`src/hw/rtl/x128p_pkg.sv`:
```
`timescale 1ns / 1ps
`default_nettype none
// ----------------------------------------------------------------------------
// x128p_pkg
// Shared types and constants for the xorshift128+ uniform generator.
// ----------------------------------------------------------------------------
package x128p_pkg;

   // generator parameters
   localparam int RANGE_BITS_DEF = 32;

   // request codes
   localparam logic [1:0] REQ_DRAW   = 2'd0;
   localparam logic [1:0] REQ_RESEED = 2'd1;
   localparam logic [1:0] REQ_RANGE  = 2'd2;

   // splitmix64 constants
   localparam logic [63:0] MIX_GOLDEN = 64'h9E3779B97F4A7C15;
   localparam logic [63:0] MIX_MUL_A  = 64'hBF58476D1CE4E5B9;
   localparam logic [63:0] MIX_MUL_B  = 64'h94D049BB133111EB;

   // fraction position inside the raw word
   localparam int FRAC_BITS  = 53;
   localparam int FRAC_SHIFT = 64 - FRAC_BITS;

   // csr map: 64-bit registers on an 8-byte stride
   localparam int         CSR_ADDR_W   = 4;
   localparam int         CSR_DATA_W   = 64;
   localparam logic [0:0] CSR_IDX_SEED = 1'b0;

   typedef struct packed {
      logic [1:0]         req_type;
      logic signed [31:0] range_min;
      logic signed [31:0] range_max;
   } x128p_req_type;

   typedef struct packed {
      logic [63:0]          raw_word;
      logic [FRAC_BITS-1:0] unit_fraction;
      logic signed [31:0]   range_value;
      logic                 range_error;
   } x128p_rsp_type;

   // multiplier handshake
   typedef struct packed {
      logic        start;
      logic [63:0] op_a;
      logic [63:0] op_b;
   } x128p_mul_req_type;

   typedef struct packed {
      logic         done;
      logic [127:0] product;
   } x128p_mul_rsp_type;

endpackage
`default_nettype wire

```
`src/hw/rtl/x128p_mul.sv`:
```
`timescale 1ns / 1ps
`default_nettype none
// ----------------------------------------------------------------------------
// x128p_mul
// Iterative 64x64 -> 128 multiplier, one 32x32 partial product per cycle.
// ----------------------------------------------------------------------------
module x128p_mul
   import x128p_pkg::*;
(
   input  wire logic              clock,
   input  wire logic              reset,
   input  wire x128p_mul_req_type mul_req,
   output x128p_mul_rsp_type      mul_rsp
);

   localparam logic [2:0] LAST_STEP = 3'd4;

   logic [63:0]  op_a_ff;
   logic [63:0]  op_b_ff;
   logic [2:0]   step_ff;
   logic         busy_ff;
   logic         pv_ff;
   logic         done_ff;
   logic [63:0]  prod_ff;
   logic [1:0]   wt_ff;
   logic [127:0] acc_ff;

   logic [31:0]  a_half;
   logic [31:0]  b_half;
   logic [127:0] prod_aligned;

   assign a_half = step_ff[0] ? op_a_ff[63:32] : op_a_ff[31:0];
   assign b_half = step_ff[1] ? op_b_ff[63:32] : op_b_ff[31:0];

   always_comb begin
      case (wt_ff)
         2'd0:    prod_aligned = {64'd0, prod_ff};
         2'd1:    prod_aligned = {32'd0, prod_ff, 32'd0};
         2'd2:    prod_aligned = {prod_ff, 64'd0};
         default: prod_aligned = '0;
      endcase
   end

   always_ff @(posedge clock) begin
      if (reset) begin
         busy_ff <= 1'b0;
         pv_ff   <= 1'b0;
         done_ff <= 1'b0;
         step_ff <= '0;
      end else begin
         done_ff <= 1'b0;
         if (mul_req.start) begin
            op_a_ff <= mul_req.op_a;
            op_b_ff <= mul_req.op_b;
            step_ff <= '0;
            busy_ff <= 1'b1;
            pv_ff   <= 1'b0;
            acc_ff  <= '0;
         end else if (busy_ff) begin
            if (pv_ff) begin
               acc_ff <= acc_ff + prod_aligned;
            end
            if (step_ff != LAST_STEP) begin
               prod_ff <= {32'd0, a_half} * {32'd0, b_half};
               wt_ff   <= {1'b0, step_ff[0]} + {1'b0, step_ff[1]};
               pv_ff   <= 1'b1;
               step_ff <= step_ff + 3'd1;
            end else begin
               pv_ff   <= 1'b0;
               busy_ff <= 1'b0;
               done_ff <= 1'b1;
            end
         end
      end
   end

   assign mul_rsp.done    = done_ff;
   assign mul_rsp.product = acc_ff;

endmodule
`default_nettype wire

```
`src/hw/rtl/x128p_csr.sv`:
```
`timescale 1ns / 1ps
`default_nettype none
// ----------------------------------------------------------------------------
// x128p_csr
// APB register file holding the 64-bit seed word.
// ----------------------------------------------------------------------------
module x128p_csr
   import x128p_pkg::*;
(
   input  wire logic                  clock,
   input  wire logic                  reset,
   input  wire logic                  psel,
   input  wire logic                  penable,
   input  wire logic                  pwrite,
   input  wire logic [CSR_ADDR_W-1:0] paddr,
   input  wire logic [CSR_DATA_W-1:0] pwdata,
   output logic      [CSR_DATA_W-1:0] prdata,
   output logic                       pready,
   output logic      [63:0]           seed_value
);

   logic [63:0] seed_ff;
   logic        sel_seed;

   // register index sits above the byte offset
   assign sel_seed = (paddr[CSR_ADDR_W-1:3] == CSR_IDX_SEED);
   assign pready   = 1'b1;

   always_ff @(posedge clock) begin
      if (reset) begin
         seed_ff <= '0;
      end else if (psel && penable && pwrite && pready && sel_seed) begin
         seed_ff <= pwdata;
      end
   end

   assign prdata     = sel_seed ? seed_ff : '0;
   assign seed_value = seed_ff;

endmodule
`default_nettype wire

```
`src/hw/rtl/xorshift128plus_uniform_generator_top.sv`:
```
`timescale 1ns / 1ps
`default_nettype none
// Draw, failed range draw and unused code: result registered, valid in the cycle after accept.
// Range draw: one pass of the 4-step 32x32 multiplier, then S_RANGE and S_DONE, which waits for a free result slot.
// Reseed: two SplitMix64 passes, each two products on the multiplier.
// Throughput: one draw every cycle while results drain; otherwise one transaction at a time.
// Reset: seed clears to 0 and the block runs a seeding pass (req_ready low)
// that leaves the state a reseed with seed 0 would give.
// ----------------------------------------------------------------------------
// xorshift128plus_uniform_generator_top
// Seedable xorshift128+ generator with SplitMix64 seeding and range scaling.
// ----------------------------------------------------------------------------
module xorshift128plus_uniform_generator_top
   import x128p_pkg::*;
#(
   parameter int RANGE_BITS = RANGE_BITS_DEF
)(
   input  wire logic                  clock,
   input  wire logic                  reset,
   // request channel
   input  wire logic                  req_valid,
   output logic                       req_ready,
   input  wire x128p_req_type         req_data,
   // result channel
   output logic                       rsp_valid,
   input  wire logic                  rsp_ready,
   output x128p_rsp_type              rsp_data,
   // configuration port
   input  wire logic                  psel,
   input  wire logic                  penable,
   input  wire logic                  pwrite,
   input  wire logic [CSR_ADDR_W-1:0] paddr,
   input  wire logic [CSR_DATA_W-1:0] pwdata,
   output logic      [CSR_DATA_W-1:0] prdata,
   output logic                       pready
);

   // low RANGE_BITS of a 64-bit word survive the final mask
   localparam logic [63:0] BOUND_MASK = (64'd1 << RANGE_BITS) - 64'd1;

   typedef enum logic [2:0] {
      S_IDLE,
      S_SEED,
      S_MIX_A,
      S_MIX_B,
      S_RANGE,
      S_DONE
   } state_type;

   // ------------------------------------------------------------------------
   // helpers
   // ------------------------------------------------------------------------
   function automatic logic [63:0] mix_pre(input logic [63:0] x);
      logic [63:0] y;
      y = x + MIX_GOLDEN;
      return y ^ (y >> 30);
   endfunction

   // sign-extend bit RANGE_BITS-1 of the sign-extended bound
   function automatic logic [63:0] widen(input logic signed [31:0] f);
      logic [63:0] v;
      v = {{32{f[31]}}, f};
      return {{(64 - RANGE_BITS){v[RANGE_BITS-1]}}, v[RANGE_BITS-1:0]};
   endfunction

   // ------------------------------------------------------------------------
   // csr and shared multiplier
   // ------------------------------------------------------------------------
   logic [63:0]       seed_value;
   x128p_mul_req_type mul_req;
   x128p_mul_rsp_type mul_rsp;

   x128p_csr u_csr (
      .clock      (clock),
      .reset      (reset),
      .psel       (psel),
      .penable    (penable),
      .pwrite     (pwrite),
      .paddr      (paddr),
      .pwdata     (pwdata),
      .prdata     (prdata),
      .pready     (pready),
      .seed_value (seed_value)
   );

   x128p_mul u_mul (
      .clock   (clock),
      .reset   (reset),
      .mul_req (mul_req),
      .mul_rsp (mul_rsp)
   );

   // ------------------------------------------------------------------------
   // state
   // ------------------------------------------------------------------------
   state_type     state_ff,      state_in;
   logic [63:0]   word_first_ff, word_first_in;
   logic [63:0]   word_second_ff, word_second_in;
   logic [63:0]   mix_src_ff,    mix_src_in;    // seed for the coming pass
   logic [63:0]   first_tmp_ff,  first_tmp_in;  // first mix pass result
   logic          pass_ff,       pass_in;       // 0 first word, 1 second word
   logic          report_ff,     report_in;     // reseed owes a transaction
   logic [63:0]   lo_ff,         lo_in;         // widened range minimum
   x128p_rsp_type pend_ff,       pend_in;
   x128p_rsp_type rsp_ff,        rsp_in;
   logic          rsp_valid_ff,  rsp_valid_in;

   logic          slot_free;
   logic          accept;
   logic [63:0]   sum;
   logic [63:0]   xs_t;
   logic [63:0]   xs_second;
   logic [63:0]   bnd_lo;
   logic [63:0]   bnd_hi;
   logic [63:0]   bnd_size;
   logic          bnd_err;
   logic [63:0]   prod_lo;
   logic [63:0]   mix_mid;
   logic [63:0]   mix_out;
   logic [63:0]   scaled;
   logic [63:0]   range_full;

   assign slot_free = !rsp_valid_ff || rsp_ready;
   assign req_ready = (state_ff == S_IDLE) && slot_free;
   assign accept    = req_valid && req_ready;

   // xorshift128+ step
   assign sum       = word_first_ff + word_second_ff;
   assign xs_t      = word_first_ff ^ (word_first_ff << 23);
   assign xs_second = xs_t ^ word_second_ff ^ (xs_t >> 17) ^ (word_second_ff >> 26);

   // range bounds
   assign bnd_lo   = widen(req_data.range_min);
   assign bnd_hi   = widen(req_data.range_max);
   assign bnd_err  = $signed(bnd_lo) > $signed(bnd_hi);
   assign bnd_size = bnd_hi - bnd_lo + 64'd1;

   // multiplier result taps
   assign prod_lo    = mul_rsp.product[63:0];
   assign mix_mid    = prod_lo ^ (prod_lo >> 27);
   assign mix_out    = prod_lo ^ (prod_lo >> 31);
   assign scaled     = mul_rsp.product[116:53];
   assign range_full = (lo_ff + scaled) & BOUND_MASK;

   always_comb begin
      state_in       = state_ff;
      word_first_in  = word_first_ff;
      word_second_in = word_second_ff;
      mix_src_in     = mix_src_ff;
      first_tmp_in   = first_tmp_ff;
      pass_in        = pass_ff;
      report_in      = report_ff;
      lo_in          = lo_ff;
      pend_in        = pend_ff;
      rsp_in         = rsp_ff;
      rsp_valid_in   = rsp_valid_ff && !rsp_ready;
      mul_req        = '0;

      unique case (state_ff)
         S_IDLE: begin
            if (accept) begin
               rsp_in = '0;
               case (req_data.req_type)
                  REQ_DRAW: begin
                     rsp_in.raw_word      = sum;
                     rsp_in.unit_fraction = sum[63:FRAC_SHIFT];
                     word_first_in        = word_second_ff;
                     word_second_in       = xs_second;
                     rsp_valid_in         = 1'b1;
                  end
                  REQ_RESEED: begin
                     mix_src_in = seed_value;
                     pass_in    = 1'b0;
                     report_in  = 1'b1;
                     state_in   = S_SEED;
                  end
                  REQ_RANGE: begin
                     if (bnd_err) begin
                        rsp_in.range_error = 1'b1;
                        rsp_valid_in       = 1'b1;
                     end else begin
                        pend_in               = '0;
                        pend_in.raw_word      = sum;
                        pend_in.unit_fraction = sum[63:FRAC_SHIFT];
                        word_first_in         = word_second_ff;
                        word_second_in        = xs_second;
                        lo_in                 = bnd_lo;
                        mul_req.start         = 1'b1;
                        mul_req.op_a          = {{FRAC_SHIFT{1'b0}}, sum[63:FRAC_SHIFT]};
                        mul_req.op_b          = bnd_size;
                        state_in              = S_RANGE;
                     end
                  end
                  default: begin
                     // unused code: empty transaction, state kept
                     rsp_valid_in = 1'b1;
                  end
               endcase
            end
         end
         S_SEED: begin
            mul_req.start = 1'b1;
            mul_req.op_a  = mix_pre(mix_src_ff);
            mul_req.op_b  = MIX_MUL_A;
            state_in      = S_MIX_A;
         end
         S_MIX_A: begin
            if (mul_rsp.done) begin
               mul_req.start = 1'b1;
               mul_req.op_a  = mix_mid;
               mul_req.op_b  = MIX_MUL_B;
               state_in      = S_MIX_B;
            end
         end
         S_MIX_B: begin
            if (mul_rsp.done) begin
               if (!pass_ff) begin
                  first_tmp_in  = mix_out;
                  pass_in       = 1'b1;
                  mul_req.start = 1'b1;
                  mul_req.op_a  = mix_pre(mix_out);
                  mul_req.op_b  = MIX_MUL_A;
                  state_in      = S_MIX_A;
               end else begin
                  word_second_in = mix_out;
                  // all-zero state would lock up; force the first word to 1
                  word_first_in  = ((first_tmp_ff | mix_out) == 64'd0) ? 64'd1
                                                                       : first_tmp_ff;
                  pend_in        = '0;
                  state_in       = report_ff ? S_DONE : S_IDLE;
               end
            end
         end
         S_RANGE: begin
            if (mul_rsp.done) begin
               pend_in.range_value = range_full[31:0];
               state_in            = S_DONE;
            end
         end
         S_DONE: begin
            if (slot_free) begin
               rsp_in       = pend_ff;
               rsp_valid_in = 1'b1;
               state_in     = S_IDLE;
            end
         end
         default: state_in = S_IDLE;
      endcase
   end

   always_ff @(posedge clock) begin
      if (reset) begin
         // power-up seeding pass with seed 0, no transaction owed
         state_ff     <= S_SEED;
         mix_src_ff   <= '0;
         pass_ff      <= 1'b0;
         report_ff    <= 1'b0;
         rsp_valid_ff <= 1'b0;
      end else begin
         state_ff     <= state_in;
         mix_src_ff   <= mix_src_in;
         pass_ff      <= pass_in;
         report_ff    <= report_in;
         rsp_valid_ff <= rsp_valid_in;
      end
      word_first_ff  <= word_first_in;
      word_second_ff <= word_second_in;
      first_tmp_ff   <= first_tmp_in;
      lo_ff          <= lo_in;
      pend_ff        <= pend_in;
      rsp_ff         <= rsp_in;
   end

   assign rsp_valid = rsp_valid_ff;
   assign rsp_data  = rsp_ff;

endmodule
`default_nettype wire

```
`config.mk`:
```
export PLATFORM = sky130hd
export DESIGN_NAME = xorshift128plus_uniform_generator_top
export DESIGN_NICKNAME = d
export VERILOG_FILES = /design/src/hw/rtl/x128p_pkg.sv /design/src/hw/rtl/x128p_mul.sv /design/src/hw/rtl/x128p_csr.sv /design/src/hw/rtl/xorshift128plus_uniform_generator_top.sv
export SDC_FILE = /design/constraint.sdc
export NUM_CORES = 2
export LEC_CHECK = 0
export ABC_AREA = 1
export BUFFER_PORTS_ARGS = -buffer_cell sky130_fd_sc_hd__buf_2
export CAP_MARGIN = 15
export CORE_MARGIN = 3
export CORE_UTILIZATION = 50
export DETAILED_ROUTE_END_ITERATION = 6
export PLACE_DENSITY_LB_ADDON = 0.2
export SLEW_MARGIN = 15
export SYNTH_ARGS = -nofsm -noshare
export SYNTH_HDL_FRONTEND = slang
export SYNTH_SLANG_ARGS = --single-unit
```
`constraint.sdc`:
```
create_clock -name clock -period 25 [get_ports clock]
set_clock_uncertainty 0.1 [all_clocks]
set_input_delay 5 -clock clock [delete_from_list [all_inputs] [get_ports clock]]
set_output_delay 5 -clock clock [all_outputs]
set_load 0.01 [all_outputs]
```
==> summary.txt <==
Cells and area
  • Final cell utilization of the core: 0.542
  • Area occupied by multi-input gates: 59200 sq um
  • Synth-to-layout area growth: 7.30%
  • Fill count: 17781
  • Register area: 22900 sq um
  • Commonest non-fill, non-tap cell in the layout: nand2_1
  • Fin nets: 14414
  • Commonest non-fill, non-tap cells in the layout: nand2_1, inv_1, nor2_1
  • Layout cells sized above 1: 0.0653

Timing
  • Fmax: 88.9 MHz
  • Setup violators final: 0
  • Final Hold Vio Count: 0
  • RSZ-0062 raised after global routing: no
  • Max-slew violation count: 0
  • Relative slew slack: 0.113
  • Minimum clock period: 11.25 ns
  • Final setup TNS: 0 ns
  • Tcrit/Tclk final: 0.450
  • Slew @ Worst Pin: 1.32 ns

Floorplanning
  • Die X: 440 um
  • Initial Util: 0.505
  • Rows: 158
  • Die H: 440 um
  • IO Pins: 358
  • Die area: 194000 sq um
  • Core Area: 186000 sq um

Worst setup path
  • Worst path max stage delay: 0.80 ns
  • CP max FO: 65
  • Slowest cell on the critical path: buf_2
  • Most used cell, CP: buf_2
  • Critical path, cell by cell: buf_2, nor2_1, buf_2
  • Crit path capture type: primary output
  • Worst setup SP type: input port
  • Worst EP arrival: 6.15 ns
  • Delay-heaviest family, CP: buffers and inverters
  • WP buf/inv: 2
  • CP required: 19.90 ns
  • Crit Path Category: in -> out

Clocking
  • Post-CTS Hold Fix Bufs: 0
  • Worst skew pair latency: 0.76 ns
  • TritonCTS clock tree: done
  • Clock Path Buffers: 3
  • Post-cts gate resize count: 0
  • CTS Buf Count: 88
  • Clock sink count: 809
  • Post-CTS setup repair buffer count: 0
  • Htree depth: 3
  • Clock edge transition at the registers on the reported setup and hold paths: 0.06 ns
  • Clk root buf: clkbuf_16

Detailed routing
  • # DRC: 0
  • First-pass detailed-route iteration total: 6
  • Via count: 87358
  • Starting DRC count in detailed routing: 9133
  • DR vias/cell: 5.68
  • Post-route ant nets: 0
  • Final wirelength: 381000 um
  • Wire length per cell: 24.7 um

Synth
  • Cell Area, Synth: 94100 sq um
  • Yosys cell types: 71
  • Yosys warnings: 0
  • Part of the Yosys area used for sequential elements: 0.243
  • EDFF count, synth: 669
  • Post-synthesis async set-or-reset flop share: 0
  • Primary FF master, synth: edfxtp_1
  • Synth Area per Inst: 7.40 sq um
  • Syn nets: 14300
  • Gate Count Post-Synth: 12716
  • #FFs+latches synth: 809

Status
  • Outcome: completed

Placement
  • Post-DP HPWL: 313000 um
  • I/O Buffers: 353
  • Final GP Congestion: 1.06

Job
  • MaxCap Viol Count: 0

Hold path
  • Tightest Hold Check Type: reg -> reg

Global routing
  • Pin count of the biggest net entering global routing: 129
  • Initial antenna violation count: 22
  • Grt total ovfl: 0
  • First-pass GRT wire length: 553000 um
  • Vias in the first global route: 85916
  • GRT Total Usage: 0.389
cells by family (layout without fill, tap and decap cells):
logic type / count (synthesis) / count (layout) / share of synthesized area
AO/OA/AOI/OAI: 1635 / 1635 / 0.0943
AND/OR/NAND/NOR: 5293 / 5293 / 0.230
adder cells (fa/ha/maj): 1443 / 1443 / 0.264
buffers and inverters: 3121 / 3309 / 0.129
flip-flops: 809 / 809 / 0.243
other: 1 / 8 / 0.0000398
XOR/XNOR: 414 / 414 / 0.0392
area by class of cell:
cell class                 instances  share of cell area
antenna                            7            0.000173
multi-input combinational       8786               0.587
inverter                        2669              0.0995
clock buffer                     118              0.0243
tap                             2480              0.0307
sequential                       809               0.227
timing repair buffer             476              0.0266
clock inverter                    46             0.00554
routing by layer:
layer,wire (um),global-route usage,up-vias,share of wire
met5,76,0,-,0.00020
met4,21100,0.176,12,0.055
met3,38600,0.0847,885,0.10
met2,168000,0.608,4795,0.44
met1,153000,0.517,42100,0.40
li1,-,-,39566,-
flip-flops by register name, indices dropped and copies added (netlist names):
| signal | cells |
|---|---|
| first_tmp_ff | 64 |
| lo_ff | 32 |
| mix_src_ff | 64 |
| pass_ff | 1 |
| pend_ff | 96 |
| report_ff | 1 |
| rsp_data | 97 |
| rsp_valid | 1 |
| state_ff | 3 |
| u_csr.seed_value | 64 |
| u_mul.acc_ff | 85 |
| u_mul.busy_ff | 1 |
| u_mul.done_ff | 1 |
| u_mul.op_a_ff | 64 |
| u_mul.op_b_ff | 37 |
| u_mul.prod_ff | 64 |
| u_mul.pv_ff | 1 |
| u_mul.step_ff | 3 |
| u_mul.wt_ff | 2 |
| word_first_ff | 64 |
| word_second_ff | 64 |
worst paths after layout:
path / startpoint / end / slack (ns) / depth (start not counted)
setup / recovery: paddr[3] / prdata[59] / 13.75 / 3
hold / removal: u_csr.seed_value[22]$_SDFFE_PP0P_ / u_csr.seed_value[22]$_SDFFE_PP0P_ / 0.38 / 2
setup reg to reg: u_mul.step_ff[1]$_SDFFE_PP0P_ / u_mul.prod_ff[51]$_DFFE_PP_ / 15.61 / 24
hold reg to reg: u_csr.seed_value[22]$_SDFFE_PP0P_ / u_csr.seed_value[22]$_SDFFE_PP0P_ / 0.38 / 2
cells in the mapped netlist (72+ instances only):
cell type | number | share of area
xor2_1 | 212 | 0.020
fa_1 | 901 | 0.19
nand4_1 | 111 | 0.0074
xnor2_1 | 195 | 0.018
dfxtp_1 | 140 | 0.030
a21oi_1 | 639 | 0.034
ha_1 | 542 | 0.072
nor2_1 | 1129 | 0.045
clkbuf_1 | 277 | 0.011
buf_4 | 72 | 0.0057
inv_1 | 2624 | 0.10
nand3_1 | 541 | 0.029
o21ai_0 | 668 | 0.036
nor3_1 | 96 | 0.0051
nand2_1 | 3192 | 0.13
edfxtp_1 | 669 | 0.21
worst reg2reg max path, cell delays in order, from the launching register on:
cell and delay (ns):
dfxtp_1 0.47, clkinv_1 0.67, nand2_1 0.26, nand2_2 0.57, nand2_1 0.32, inv_1 0.08
fa_1 0.53, inv_1 0.05, fa_1 0.43, inv_1 0.22, fa_1 0.49, fa_1 0.59
fa_1 0.45, fa_1 0.49, fa_1 0.57, fa_1 0.45, ha_1 0.45, nand2_1 0.13
nor2_1 0.16, inv_1 0.11, nor4_1 0.56, nand3_1 0.16, nand3_1 0.24, a21oi_1 0.16
xnor2_1 0.43
through the flow:
stage | std cells | instance area [sq um] | hold slack, ns | setup WS [ns]
5_1_grt | 15386 | 101000 | 0.398 | 13.58
3_5_place_dp | 15220 | 98000 | 0.365 | 13.77
4_1_cts | 15384 | 101000 | 0.374 | 13.77
6_report | 15391 | 101000 | 0.382 | 13.75
3_3_place_gp | 15219 | 98000 | 0.354 | 13.84
2_1_floorplan | 12716 | 94100 | 0.341 | 11.83
Power is left out: the tool's default activity adds up to more than one toggle a clock period on the data nets, which glitch-free logic cannot reach.
